### config.mk
export PLATFORM = sky130hd
export DESIGN_NAME = lamp_dimmer_mode_controller
export DESIGN_NICKNAME = d
export VERILOG_FILES = /design/src/hdl/ldmc_pkg.sv /design/src/hdl/ldmc_front.sv /design/src/hdl/ldmc_queue.sv /design/src/hdl/ldmc_back.sv /design/src/hdl/lamp_dimmer_mode_controller.sv
export SDC_FILE = /design/constraint.sdc
export NUM_CORES = 1
export LEC_CHECK = 0
export BUFFER_PORTS_ARGS = -buffer_cell sky130_fd_sc_hd__clkbuf_2
export CAP_MARGIN = 15
export CORE_MARGIN = 8
export CORE_UTILIZATION = 37
export CTS_BUF_LIST = sky130_fd_sc_hd__clkbuf_8 sky130_fd_sc_hd__clkbuf_16
export CTS_CLUSTER_DIAMETER = 60
export DETAILED_ROUTE_END_ITERATION = 10
export PLACE_DENSITY = 0.57
export SETUP_SLACK_MARGIN = 0.3
export SLEW_MARGIN = 20
export SYNTH_ARGS = -nofsm -noshare
export SYNTH_HDL_FRONTEND = slang
export SYNTH_HIERARCHICAL = 1
export SYNTH_SLANG_ARGS = --single-unit
### constraint.sdc
create_clock -name clock -period 9.25 [get_ports clock]
set_clock_uncertainty 0.05 [all_clocks]
set_input_delay 0.4625 -clock clock [delete_from_list [all_inputs] [get_ports clock]]
set_output_delay 0.4625 -clock clock [all_outputs]
set_load 0.01 [all_outputs]
### src/hdl/ldmc_pkg.sv
`default_nettype none

package ldmc_pkg;

   // action codes
   localparam logic [1:0] ACT_KEY    = 2'd0;
   localparam logic [1:0] ACT_BUTTON = 2'd1;
   localparam logic [1:0] ACT_TICK   = 2'd2;

   // button ids
   localparam logic [1:0] BTN_TOGGLE = 2'd1;
   localparam logic [1:0] BTN_NEXT   = 2'd2;
   localparam logic [1:0] BTN_PREV   = 2'd3;

   // terminal keys (ASCII)
   localparam logic [7:0] KEY_ON    = 8'h6F; // o
   localparam logic [7:0] KEY_MORE  = 8'h3E; // >
   localparam logic [7:0] KEY_LESS  = 8'h3C; // <
   localparam logic [7:0] KEY_LOCK  = 8'h6C; // l
   localparam logic [7:0] KEY_NEXT  = 8'h6D; // m
   localparam logic [7:0] KEY_PREV  = 8'h6E; // n
   localparam logic [7:0] KEY_MAX   = 8'h77; // w
   localparam logic [7:0] KEY_MIN   = 8'h73; // s
   localparam logic [7:0] KEY_THR   = 8'h67; // g
   localparam logic [7:0] KEY_SPEED = 8'h74; // t
   localparam logic [7:0] KEY_CLEAR = 8'h63; // c
   localparam logic [7:0] KEY_ZERO  = 8'h30;
   localparam logic [7:0] KEY_NINE  = 8'h39;

   // lamp modes
   localparam logic [1:0] MODE_MANUAL = 2'd0;
   localparam logic [1:0] MODE_DIMMER = 2'd1;
   localparam logic [1:0] MODE_SWITCH = 2'd2;
   localparam logic [1:0] MODE_ADJUST = 2'd3;

   // pending terminal command
   localparam logic [1:0] TCMD_NONE = 2'd0;
   localparam logic [1:0] TCMD_ON   = 2'd1;
   localparam logic [1:0] TCMD_MORE = 2'd2;
   localparam logic [1:0] TCMD_LESS = 2'd3;

   // configuration register indexes
   localparam logic CSR_DIMMER_STEP = 1'b0;
   localparam logic CSR_AUTO_BAND   = 1'b1;

   localparam int unsigned MV_FULL    = 3300;
   localparam int unsigned ADC_FULL   = 1023;
   localparam logic [6:0]  LEVEL_FULL = 7'd100;
   localparam logic [6:0]  STEP_RST   = 7'd10;
   localparam logic [11:0] BAND_RST   = 12'd100;
   localparam logic [15:0] THR_RST    = 16'd2500;
   localparam logic [15:0] ENTRY_SAT  = 16'hFFFF;

   localparam int unsigned PROD_W      = 22;  // adc * 3300
   localparam int unsigned QUEUE_DEPTH = 4;
   localparam int unsigned QUEUE_AW    = $clog2(QUEUE_DEPTH);

   typedef enum logic [4:0] {
      CMD_NONE,
      CMD_DIGIT,
      CMD_TERM_ON,
      CMD_TERM_MORE,
      CMD_TERM_LESS,
      CMD_LOCK,
      CMD_MODE_NEXT,
      CMD_MODE_PREV,
      CMD_STORE_MAX,
      CMD_STORE_MIN,
      CMD_STORE_THR,
      CMD_STORE_SPEED,
      CMD_CLEAR,
      CMD_BTN_TOGGLE,
      CMD_BTN_NEXT,
      CMD_BTN_PREV,
      CMD_TICK
   } cmd_type;

   typedef struct packed {
      logic [1:0] action;
      logic [7:0] key_code;
      logic [1:0] button_id;
      logic [9:0] adc_code;
   } req_type;

   typedef struct packed {
      logic [6:0] intensity;
      logic [9:0] pwm_compare;
      logic [1:0] mode;
      logic       locked;
   } rsp_type;

   typedef struct packed {
      cmd_type     cmd;
      logic [3:0]  digit;
      logic [11:0] light_mv;
   } item_type;

endpackage

`default_nettype wire

### src/hdl/ldmc_front.sv
`default_nettype none

module ldmc_front (
   input  wire                   clock,
   input  wire                   reset,
   input  wire                   req_valid,
   output logic                  req_stall,
   input  ldmc_pkg::req_type     req_data,
   output logic                  push,
   output ldmc_pkg::item_type    push_item,
   input  wire                   queue_full
);
   import ldmc_pkg::*;

   logic              valid_ff, valid_in;
   cmd_type           cmd_ff, cmd_in;
   logic [3:0]        digit_ff, digit_in;
   logic [PROD_W-1:0] prod_ff, prod_in;
   logic              accept;

   logic [PROD_W:0]   sum_est;
   logic [11:0]       q_est;
   logic [PROD_W-1:0] q_times;
   logic [PROD_W-1:0] rem;
   logic [11:0]       mv;

   assign push      = valid_ff && !queue_full;
   assign req_stall = valid_ff && queue_full;
   assign accept    = req_valid && !req_stall;

   // decode the transaction into one command
   always_comb begin
      cmd_in   = CMD_NONE;
      digit_in = req_data.key_code[3:0];
      prod_in  = PROD_W'(req_data.adc_code) * PROD_W'(MV_FULL);
      case (req_data.action)
         ACT_KEY: begin
            if (req_data.key_code >= KEY_ZERO && req_data.key_code <= KEY_NINE) begin
               cmd_in = CMD_DIGIT;
            end else begin
               case (req_data.key_code)
                  KEY_ON:    cmd_in = CMD_TERM_ON;
                  KEY_MORE:  cmd_in = CMD_TERM_MORE;
                  KEY_LESS:  cmd_in = CMD_TERM_LESS;
                  KEY_LOCK:  cmd_in = CMD_LOCK;
                  KEY_NEXT:  cmd_in = CMD_MODE_NEXT;
                  KEY_PREV:  cmd_in = CMD_MODE_PREV;
                  KEY_MAX:   cmd_in = CMD_STORE_MAX;
                  KEY_MIN:   cmd_in = CMD_STORE_MIN;
                  KEY_THR:   cmd_in = CMD_STORE_THR;
                  KEY_SPEED: cmd_in = CMD_STORE_SPEED;
                  KEY_CLEAR: cmd_in = CMD_CLEAR;
                  default:   cmd_in = CMD_NONE;
               endcase
            end
         end
         ACT_BUTTON: begin
            case (req_data.button_id)
               BTN_TOGGLE: cmd_in = CMD_BTN_TOGGLE;
               BTN_NEXT:   cmd_in = CMD_BTN_NEXT;
               BTN_PREV:   cmd_in = CMD_BTN_PREV;
               default:    cmd_in = CMD_NONE;
            endcase
         end
         ACT_TICK: cmd_in = CMD_TICK;
         default:  cmd_in = CMD_NONE;
      endcase
   end

   assign valid_in = accept || (valid_ff && queue_full);

   always_ff @(posedge clock) begin
      if (reset) begin
         valid_ff <= 1'b0;
      end else begin
         valid_ff <= valid_in;
      end
   end

   always_ff @(posedge clock) begin
      if (accept) begin
         cmd_ff   <= cmd_in;
         digit_ff <= digit_in;
         prod_ff  <= prod_in;
      end
   end

   // prod / 1023: series estimate x/1024 * (1 + 2^-10 + 2^-20) is low by at most one,
   // one remainder check fixes it
   always_comb begin
      sum_est = {1'b0, prod_ff} + {11'b0, prod_ff[PROD_W-1:10]}
              + {21'b0, prod_ff[PROD_W-1:20]};
      q_est   = sum_est[21:10];
      q_times = {q_est, 10'b0} - PROD_W'(q_est);
      rem     = prod_ff - q_times;
      mv      = (rem >= PROD_W'(ADC_FULL)) ? q_est + 12'd1 : q_est;
   end

   assign push_item.cmd      = cmd_ff;
   assign push_item.digit    = digit_ff;
   assign push_item.light_mv = mv;

endmodule

`default_nettype wire

### src/hdl/ldmc_queue.sv
`default_nettype none

module ldmc_queue (
   input  wire                  clock,
   input  wire                  reset,
   input  wire                  push,
   input  ldmc_pkg::item_type   push_item,
   output logic                 full,
   input  wire                  pop,
   output logic                 not_empty,
   output ldmc_pkg::item_type   head_item
);
   import ldmc_pkg::*;

   item_type              slot_ff [QUEUE_DEPTH];
   logic [QUEUE_AW-1:0]   wr_ptr_ff, wr_ptr_in;
   logic [QUEUE_AW-1:0]   rd_ptr_ff, rd_ptr_in;
   logic [QUEUE_AW:0]     count_ff, count_in;

   assign full      = (count_ff == (QUEUE_AW+1)'(QUEUE_DEPTH));
   assign not_empty = (count_ff != '0);
   assign head_item = slot_ff[rd_ptr_ff];

   always_comb begin
      wr_ptr_in = push ? wr_ptr_ff + 1'b1 : wr_ptr_ff;
      rd_ptr_in = pop ? rd_ptr_ff + 1'b1 : rd_ptr_ff;
      count_in  = count_ff;
      if (push && !pop) begin
         count_in = count_ff + 1'b1;
      end else if (pop && !push) begin
         count_in = count_ff - 1'b1;
      end
   end

   always_ff @(posedge clock) begin
      if (reset) begin
         wr_ptr_ff <= '0;
         rd_ptr_ff <= '0;
         count_ff  <= '0;
      end else begin
         wr_ptr_ff <= wr_ptr_in;
         rd_ptr_ff <= rd_ptr_in;
         count_ff  <= count_in;
      end
   end

   always_ff @(posedge clock) begin
      if (push) begin
         slot_ff[wr_ptr_ff] <= push_item;
      end
   end

endmodule

`default_nettype wire

### src/hdl/ldmc_back.sv
`default_nettype none

module ldmc_back (
   input  wire                  clock,
   input  wire                  reset,
   input  wire                  csr_write_en,
   input  wire                  csr_index,
   input  wire  [11:0]          csr_wdata,
   input  wire                  item_valid,
   input  ldmc_pkg::item_type   item,
   output logic                 pop,
   output logic                 rsp_valid,
   input  wire                  rsp_stall,
   output ldmc_pkg::rsp_type    rsp_data
);
   import ldmc_pkg::*;

   logic [6:0]  step_ff;
   logic [11:0] band_ff;

   logic [1:0]  mode_ff, mode_in;
   logic        lock_ff, lock_in;
   logic        press_ff, press_in;
   logic [1:0]  tcmd_ff, tcmd_in;
   logic [6:0]  level_ff, level_in;
   logic [6:0]  saved_ff, saved_in;
   logic [6:0]  min_ff, min_in;
   logic [6:0]  max_ff, max_in;
   logic [15:0] thr_ff, thr_in;
   logic [6:0]  speed_ff, speed_in;
   logic [15:0] entry_ff, entry_in;

   logic        out_valid_ff, out_valid_in;
   rsp_type     out_data_ff, out_data_in;
   logic        go;

   logic        toggle;
   logic [19:0] entry_next;
   logic [6:0]  lvl_c, saved_c;
   logic [7:0]  dim_up;
   logic        dim_dn_ok;
   logic [7:0]  ramp_up;
   logic [16:0] thr_hi;
   logic [16:0] mv_lo;
   logic        bright;

   assign go  = item_valid && (!out_valid_ff || !rsp_stall);
   assign pop = go;

   always_ff @(posedge clock) begin
      if (reset) begin
         step_ff <= STEP_RST;
         band_ff <= BAND_RST;
      end else if (csr_write_en) begin
         case (csr_index)
            CSR_DIMMER_STEP: step_ff <= csr_wdata[6:0];
            CSR_AUTO_BAND:   band_ff <= csr_wdata;
            default:         ;
         endcase
      end
   end

   always_comb begin
      toggle     = (tcmd_ff == TCMD_ON) || (!lock_ff && press_ff);
      entry_next = ({4'b0, entry_ff} << 3) + ({4'b0, entry_ff} << 1) + {16'b0, item.digit};

      if (level_ff < min_ff) begin
         lvl_c = min_ff;
      end else if (level_ff > max_ff) begin
         lvl_c = max_ff;
      end else begin
         lvl_c = level_ff;
      end
      if (saved_ff < min_ff) begin
         saved_c = min_ff;
      end else if (saved_ff > max_ff) begin
         saved_c = max_ff;
      end else begin
         saved_c = saved_ff;
      end
      dim_up    = {1'b0, lvl_c} + {1'b0, step_ff};
      dim_dn_ok = {1'b0, lvl_c} >= ({1'b0, min_ff} + {1'b0, step_ff});

      ramp_up = {1'b0, level_ff} + {1'b0, speed_ff};
      bright  = {4'b0, item.light_mv} > thr_ff;
      thr_hi  = {1'b0, thr_ff} + {5'b0, band_ff};
      mv_lo   = {5'b0, item.light_mv} + {5'b0, band_ff};
   end

   always_comb begin
      mode_in  = mode_ff;
      lock_in  = lock_ff;
      press_in = press_ff;
      tcmd_in  = tcmd_ff;
      level_in = level_ff;
      saved_in = saved_ff;
      min_in   = min_ff;
      max_in   = max_ff;
      thr_in   = thr_ff;
      speed_in = speed_ff;
      entry_in = entry_ff;
      if (go) begin
         case (item.cmd)
            CMD_DIGIT: entry_in = (entry_next > 20'(ENTRY_SAT)) ? ENTRY_SAT : entry_next[15:0];
            CMD_TERM_ON:   tcmd_in = TCMD_ON;
            CMD_TERM_MORE: tcmd_in = TCMD_MORE;
            CMD_TERM_LESS: tcmd_in = TCMD_LESS;
            CMD_LOCK:      lock_in = !lock_ff;
            CMD_MODE_NEXT: mode_in = mode_ff + 2'd1;
            CMD_MODE_PREV: mode_in = mode_ff - 2'd1;
            CMD_STORE_MAX: begin
               if (entry_ff >= {9'b0, min_ff} && entry_ff <= {9'b0, LEVEL_FULL}) begin
                  max_in = entry_ff[6:0];
               end
               entry_in = '0;
            end
            CMD_STORE_MIN: begin
               if (entry_ff <= {9'b0, max_ff}) begin
                  min_in = entry_ff[6:0];
               end
               entry_in = '0;
            end
            CMD_STORE_THR: begin
               thr_in   = entry_ff;
               entry_in = '0;
            end
            CMD_STORE_SPEED: begin
               if (entry_ff <= {9'b0, LEVEL_FULL}) begin
                  speed_in = entry_ff[6:0];
               end
               entry_in = '0;
            end
            CMD_CLEAR:      entry_in = '0;
            CMD_BTN_TOGGLE: press_in = !press_ff;
            CMD_BTN_NEXT: begin
               if (!lock_ff) begin
                  mode_in = mode_ff + 2'd1;
               end
            end
            CMD_BTN_PREV: begin
               if (!lock_ff) begin
                  mode_in = mode_ff - 2'd1;
               end
            end
            CMD_TICK: begin
               case (mode_ff)
                  MODE_MANUAL: begin
                     if (toggle) begin
                        level_in = (level_ff == 7'd0) ? LEVEL_FULL : 7'd0;
                     end
                     press_in = 1'b0;
                     tcmd_in  = TCMD_NONE;
                  end
                  MODE_DIMMER: begin
                     level_in = lvl_c;
                     if (toggle) begin
                        if (lvl_c > min_ff) begin
                           saved_in = lvl_c;
                           level_in = min_ff;
                        end else begin
                           level_in = saved_c;
                        end
                     end else if (tcmd_ff == TCMD_MORE) begin
                        if (dim_up <= {1'b0, max_ff}) begin
                           level_in = dim_up[6:0];
                           saved_in = dim_up[6:0];
                        end
                     end else if (tcmd_ff == TCMD_LESS) begin
                        if (dim_dn_ok) begin
                           level_in = lvl_c - step_ff;
                           saved_in = lvl_c - step_ff;
                        end
                     end
                     press_in = 1'b0;
                     tcmd_in  = TCMD_NONE;
                  end
                  MODE_SWITCH: begin
                     if (bright) begin
                        if (level_ff <= max_ff) begin
                           level_in = (ramp_up > {1'b0, LEVEL_FULL}) ? max_ff : ramp_up[6:0];
                        end
                     end else if (level_ff >= min_ff) begin
                        level_in = (level_ff < speed_ff) ? min_ff : level_ff - speed_ff;
                     end
                  end
                  default: begin
                     if ({5'b0, item.light_mv} > thr_hi && level_ff < max_ff) begin
                        level_in = level_ff + 7'd1;
                     end else if (mv_lo < {1'b0, thr_ff} && level_ff > min_ff) begin
                        level_in = level_ff - 7'd1;
                     end
                  end
               endcase
            end
            default: ;
         endcase
      end
   end

   always_ff @(posedge clock) begin
      if (reset) begin
         mode_ff  <= MODE_MANUAL;
         lock_ff  <= 1'b0;
         press_ff <= 1'b0;
         tcmd_ff  <= TCMD_NONE;
         level_ff <= 7'd0;
         saved_ff <= LEVEL_FULL;
         min_ff   <= 7'd0;
         max_ff   <= LEVEL_FULL;
         thr_ff   <= THR_RST;
         speed_ff <= 7'd1;
         entry_ff <= '0;
      end else begin
         mode_ff  <= mode_in;
         lock_ff  <= lock_in;
         press_ff <= press_in;
         tcmd_ff  <= tcmd_in;
         level_ff <= level_in;
         saved_ff <= saved_in;
         min_ff   <= min_in;
         max_ff   <= max_in;
         thr_ff   <= thr_in;
         speed_ff <= speed_in;
         entry_ff <= entry_in;
      end
   end

   // result register: loads on every executed transaction
   always_comb begin
      out_valid_in            = go || (out_valid_ff && rsp_stall);
      out_data_in.intensity   = level_in;
      out_data_in.pwm_compare = ({3'b0, level_in} << 3) + ({3'b0, level_in} << 1);
      out_data_in.mode        = mode_in;
      out_data_in.locked      = lock_in;
   end

   always_ff @(posedge clock) begin
      if (reset) begin
         out_valid_ff <= 1'b0;
      end else begin
         out_valid_ff <= out_valid_in;
      end
   end

   always_ff @(posedge clock) begin
      if (go) begin
         out_data_ff <= out_data_in;
      end
   end

   assign rsp_valid = out_valid_ff;
   assign rsp_data  = out_data_ff;

endmodule

`default_nettype wire

### src/hdl/lamp_dimmer_mode_controller.sv
`default_nettype none

// Channel   Direction  Handshake                Payload
// req       in         req_valid / req_stall    req_data   (action, key_code, button_id, adc_code)
// rsp       out        rsp_valid / rsp_stall    rsp_data   (intensity, pwm_compare, mode, locked)
// csr       in         csr_write_en             csr_index, csr_wdata (dimmer_step, auto_band)
//
// One transaction per cycle sustained while neither stall holds; an accepted req passes
// the decode/multiply register, then a queue slot, then the result register, whose
// loading raises rsp_valid.
// The front decodes and scales the ADC sample (x3300, /1023 by reciprocal estimate);
// the back applies one command per cycle to the lamp state while rsp_stall does not hold it.
// A four-entry queue separates them, so req keeps flowing while rsp_stall holds the back, until the queue fills.
// Synchronous active-high reset; control and lamp state return to their reset values (data registers are not reset).

module lamp_dimmer_mode_controller (
   input  wire                  clock,
   input  wire                  reset,
   input  wire                  req_valid,
   output logic                 req_stall,
   input  ldmc_pkg::req_type    req_data,
   output logic                 rsp_valid,
   input  wire                  rsp_stall,
   output ldmc_pkg::rsp_type    rsp_data,
   input  wire                  csr_write_en,
   input  wire                  csr_index,
   input  wire  [11:0]          csr_wdata
);
   import ldmc_pkg::*;

   logic     push;
   item_type push_item;
   logic     queue_full;
   logic     pop;
   logic     not_empty;
   item_type head_item;

   ldmc_front u_front (
      .clock      (clock),
      .reset      (reset),
      .req_valid  (req_valid),
      .req_stall  (req_stall),
      .req_data   (req_data),
      .push       (push),
      .push_item  (push_item),
      .queue_full (queue_full)
   );

   ldmc_queue u_queue (
      .clock     (clock),
      .reset     (reset),
      .push      (push),
      .push_item (push_item),
      .full      (queue_full),
      .pop       (pop),
      .not_empty (not_empty),
      .head_item (head_item)
   );

   ldmc_back u_back (
      .clock        (clock),
      .reset        (reset),
      .csr_write_en (csr_write_en),
      .csr_index    (csr_index),
      .csr_wdata    (csr_wdata),
      .item_valid   (not_empty),
      .item         (head_item),
      .pop          (pop),
      .rsp_valid    (rsp_valid),
      .rsp_stall    (rsp_stall),
      .rsp_data     (rsp_data)
   );

endmodule

`default_nettype wire
# Yosys cells after proc, flatten, opt, wreduce, memory -nomap -nowiden
# Memory sizes are Yosys's and may differ from the RTL's. A register that Yosys moved wholly into a read port is not among the register bits.
# Index checks and enable logic that the tools add are counted.
[totals] reg_bits=150 ram_bits=84 in_bits=40 out_inout_bits=22 elab_cells=212 memories=1
[memory_table] memory="u_queue.slot_ff" depth=4 word_bits=21 rd=1 rd_ports_with_merged_regs=1 write_ports=1 line="ldmc_queue.sv:15" rtl="item_type slot_ff [QUEUE_DEPTH];"
[classes] n_addsub=23 n_mul=1 magnitude_cmp=23 n_eq_ne=41 mux=51 n_bitwise=1 reduce_logical=46
[ops] operator="two-way mux 7 bit" n=27
[ops] operator="equality test 8 x 7 -> 1 bit (second input constant)" n=9
[ops] operator="case mux 4 bit (11 select lines)" n=1
[ops] operator="equality test 5 x 4 -> 1 bit (second input constant)" n=8
[ops] operator="case mux 16 bit (2 select lines)" n=1
[ops] operator="> comparator 7 bit" n=4
[ops] operator="< comparator 7 bit" n=4
[ops] operator="adder 7 x 7 -> 8 bit" n=3
[ops] operator="adder 22 x 12 -> 22 bit" n=1
[ops] operator="adder 22 x 2 -> 22 bit" n=1
[ops] operator=">= comparator 22 x 10 -> 1 bit (second input constant)" n=1
[ops] operator="subtractor 22 x 12 -> 22 bit" n=1
[ops] operator="subtractor 22 bit" n=1
[ops] operator="case mux 7 bit (3 select lines)" n=1
[ops] operator="adder 19 x 17 -> 20 bit" n=1
[ops] operator="adder 20 x 4 -> 20 bit" n=1
[ops] operator="equality test 5 x 3 -> 1 bit (second input constant)" n=4
[ops] operator="> comparator 20 x 16 -> 1 bit (second input constant)" n=1
[ops] operator="multiplier 10 x 10 -> 20 bit (second input constant)" n=1
[ops] operator="adder 16 x 12 -> 17 bit" n=1
[ops] operator="> comparator 12 x 17 -> 1 bit" n=1
[ops] operator="< comparator 17 x 16 -> 1 bit" n=1
[ops] operator="equality test 8 x 6 -> 1 bit (second input constant)" n=2
[ops] operator=">= comparator 16 x 7 -> 1 bit" n=1
[ops] operator="other kinds (52)" n=109

# Longest topological paths before layout
[logic_depth] word_depth=12 ltp_mapped=36 depth_no_buf=33

# By module
# The synthesis kept the hierarchy.
[modules_own_cells] module="ldmc_back" instances=1 cells_each=1438 area_each_um2=11662.4 seq_area_each_um2=2372.3
[modules_own_cells] module="ldmc_front" instances=1 cells_each=598 area_each_um2=5285.1 seq_area_each_um2=890.9
[modules_own_cells] module="ldmc_queue" instances=1 cells_each=153 area_each_um2=3462.1 seq_area_each_um2=2702.6

# Worst setup path after synthesis
# OpenSTA, ideal clock, no wires.
[synth_timing] path_type="reg2reg" start="reg u_back.level_ff[0]" end="reg u_back.out_data_ff (netlist bit u_back/rsp_data[12]) (data pin)" setup_time_ns=0.259 t_arrival_ns=6.575 required_time_ns=8.941 slack_ns=2.366 stages_incl_launch_ff=35 path_buffers=4 period_less_slack_ns=6.884 cell_sequence="dfxtp_1 -> clkbuf_1 -> inv_1 -> ha_1 -> nand3b_1 -> a21oi_1 -> or2_2 -> clkbuf_1 -> buf_2 -> nor2_1 -> a31oi_1 -> ha_1 -> inv_1 -> a21oi_1 -> o41ai_1 -> xnor2_1 -> ha_1 -> and4_1 -> a41o_1 -> a31oi_1 -> a2111oi_2 -> buf_2 -> mux2_2 -> o221ai_1 -> o211ai_1 -> o221a_2 -> ha_1 -> inv_1 -> fa_1 -> inv_1 -> a21oi_1 -> o21bai_1 -> a21o_1 -> o2111ai_1 -> xnor2_1"
[synth_lines] element="start: declaration" line="ldmc_back.sv:25" rtl="logic [6:0] level_ff, level_in;"
[synth_lines] element="start signal: assignment" line="ldmc_back.sv:218" rtl="level_ff <= level_in;"
[synth_lines] element="end signal: assignment" line="ldmc_back.sv:247" rtl="out_data_ff <= out_data_in;"
[synth_lines] element="end: declaration" line="ldmc_back.sv:34" rtl="rsp_type out_data_ff, out_data_in;"

==> flow_summary.json <==
{
  "grt_pass1_wl_um": 92500,
  "die_h_um": 251,
  "track_usage_pct": 18.3,
  "synth_top_area_cell": "ha_1",
  "dp_hpwl_um": 46400,
  "routed_via_density": 5.59,
  "rsz0062_at_grt": "false",
  "synth_area_leaders": "ha_1 19%, edfxtp_1 19%, dfxtp_1 10%, inv_1 3.6%, a21oi_1 3.5%",
  "report.final.slew_viol_count": 0,
  "nets": 2640,
  "numCtsBuffers": 37,
  "status": "complete, no violations",
  "leakage_nw": 9.80,
  "port_buffers": 60,
  "yosys_warnings": 6,
  "synth_most_common_cell": "ha_1",
  "finalSetupViolations": 0,
  "post-route-min-period_ns": 7.82,
  "place_congestion": 0.961,
  "num_vias": 16683,
  "cts_tree": "yes",
  "rows": 86,
  "synthesis.nets": 2581,
  "min_path_type": "in -> reg",
  "antenna_found_initial": 6,
  "synth_edf_count": 130,
  "finalCritPeriodShare_pct": 84.5,
  "ys_types": 101,
  "drt-wirelength-per-cell_um": 19.7,
  "ctsHoldBuffers": 0,
  "cp_slowest_cell": "o41ai_1",
  "crit_type": "reg -> reg",
  "die_x_um": 251,
  "clk_latency_ns": 0.54,
  "fin_ws_ns": 1.43,
  "clock_sinks": 233,
  "finalSetupTns_ns": 0,
  "n_fill_cell": 5367,
  "dr.pass1.iters": 7,
  "synth_top_area_share_pct": 19.4,
  "synth-seq-area-share_pct": 29.2,
  "syn-cell-area_sq_um": 20400,
  "area_delta_synth_final_pct": 11.2,
  "drt-total-wl_um": 58800,
  "cts_setup_buffers": 0,
  "start_util_pct": 37.3,
  "ant_nets": 0,
  "critPathCaptureType": "register",
  "synth_common_cells": "317 x ha_1, 197 x inv_1, 184 x nand2_1",
  "grt_max_degree": 80,
  "drc_errors": 0,
  "slowest_delay_ns": 0.67,
  "maxCapViolations": 0,
  "finalHoldViolCount": 0,
  "cp-start-kind": "register",
  "core-area_sq_um": 54800,
  "grt_pass1_vias": 16362,
  "cts_root_buf": "clkbuf_16",
  "critPathMaxFanout": 12,
  "worstPathArrival_ns": 8.06,
  "synth_flop_cell": "edfxtp_1",
  "die_area_sq_um": 62900,
  "drive_gt1_share_pct": 10.0,
  "worst_pin_slew_ns": 1.11,
  "synthCells": 2189,
  "syn_area_per_cell_sq_um": 9.32,
  "ys_seq_elements": 233,
  "final-seq-area_sq_um": 5970,
  "slew_headroom_pct": 24.3,
  "ios": 62,
  "async_flop_share_pct": 0,
  "path_clk_slew_ns": 0.06,
  "multi_input_area_sq_um": 13400,
  "power_density_nw_per_um2": 326,
  "crit_required_ns": 9.49,
  "grt_overflow_total": 0,
  "dpl_worst_slack_ns": 1.66,
  "ir_worst_vdd_mv": 0.249,
  "cts-htree-levels": 2,
  "drt-initial-drc-count": 1042,
  "cts_resized": 0,
  "max_freq_mhz": 128,
  "clk_path_buf_depth": 3
}
-- routing by layer --
metal / vias up / routed length (um) / global-route usage [%]
met5: - / 37 / 0
met4: 6 / 1700 / 6.15
met3: 108 / 2950 / 2.86
met2: 447 / 26800 / 29.7
met1: 7995 / 27400 / 24.6
li1: 8127 / - / -
-- stage by stage --
stage | util (%) | total power [W] | hold WS, ns | area [sq um] | instances
global route | 41.4 | 0.00798 | 0.101 | 22700 | 2982
floorplan | - | 0.00485 | 0.403 | 20400 | 2189
finish | 41.4 | 0.00739 | 0.0967 | 22700 | 2982
global placement | 39.3 | 0.00596 | 0.419 | 21500 | 2913
CTS | 41.4 | 0.00741 | 0.0615 | 22700 | 2979
detailed placement | 39.3 | 0.00601 | 0.434 | 21500 | 2913
-- flip-flops by register name, summed over array words and instances, names as in the netlist, 12 cells and up, named ones only --
register	count
u_back/rsp_data	17
u_back/band_ff	12
u_queue/slot_ff	84
u_front/prod_ff	20
u_back/entry_ff	16
u_back/thr_ff	16
-- cells by family after synthesis --
family                   synth area share [%]
XOR/XNOR                                 4.93
AND/OR/NAND/NOR                          14.6
buffers and inverters                    5.33
other                                  0.0184
flip-flops                               29.2
AO/OA/AOI/OAI                            17.7
adder cells (fa/ha/maj)                  22.9
multiplexers                             5.31
-- worst paths after layout --
check	end	from	slack, ns	cells past startpoint
max	u_back/rsp_data[12]$_DFFE_PP_	u_back/max_ff[6]$_SDFFE_PP1P_	1.43	29
min	u_front/valid_ff$_SDFF_PP0_	req_valid	0.1	3
max reg2reg	u_back/rsp_data[12]$_DFFE_PP_	u_back/max_ff[6]$_SDFFE_PP1P_	1.43	29
min reg2reg	u_back/thr_ff[3]$_SDFFE_PP0P_	u_back/thr_ff[3]$_SDFFE_PP0P_	0.44	2
-- cell type report --
class	instances	area share, %
timing repair buffer	93	2.43
sequential	233	26.3
clock inverter	29	1.16
multi-input combinational	1684	58.8
tap	704	3.88
antenna	3	0.0331
clock buffer	37	4.08
inverter	199	3.29
-- report_power, final --
part           internal [W]  total [W]  switching [W]
registers           0.00139    0.00151       0.000128
clock network      0.000807    0.00135       0.000545
logic               0.00179    0.00453        0.00274
total               0.00398    0.00739        0.00341
-- cell usage in the layout, fill, tap and decap left out, types with 8 or more instances in the layout --
cell,n
or3_1,11
o21ai_0,103
nand2b_1,24
a211oi_1,30
a211o_1,17
a221oi_1,9
a21oi_1,143
mux2_2,10
a21o_1,47
nand2_1,184
buf_4,34
fa_1,35
o31ai_1,9
a31oi_1,19
and3_1,14
ha_1,317
o21bai_1,16
o211ai_1,21
or4_1,10
edfxtp_1,130
o22ai_1,13
nor2_1,147
nand4_1,23
o21a_1,18
inv_1,201
or2_2,8
nand3b_1,18
mux4_2,20
nor2b_1,38
dfxtp_1,103
clkbuf_16,37
nor4_1,9
nor3_1,29
nand3_1,36
mux2i_1,48
clkbuf_2,59
xnor2_1,80
and2_1,20
xor2_1,35
-- critical path, delay by kind of cell, from the launching register on --
family                   cells  cell delay, ns
AO/OA/AOI/OAI               17            4.22
adder cells (fa/ha/maj)      4            1.56
buffers and inverters        4            0.57
XOR/XNOR                     2            0.42
flip-flops                   1            0.39
AND/OR/NAND/NOR              2            0.34
No activity file was read; power rests on OpenSTA's default activity.
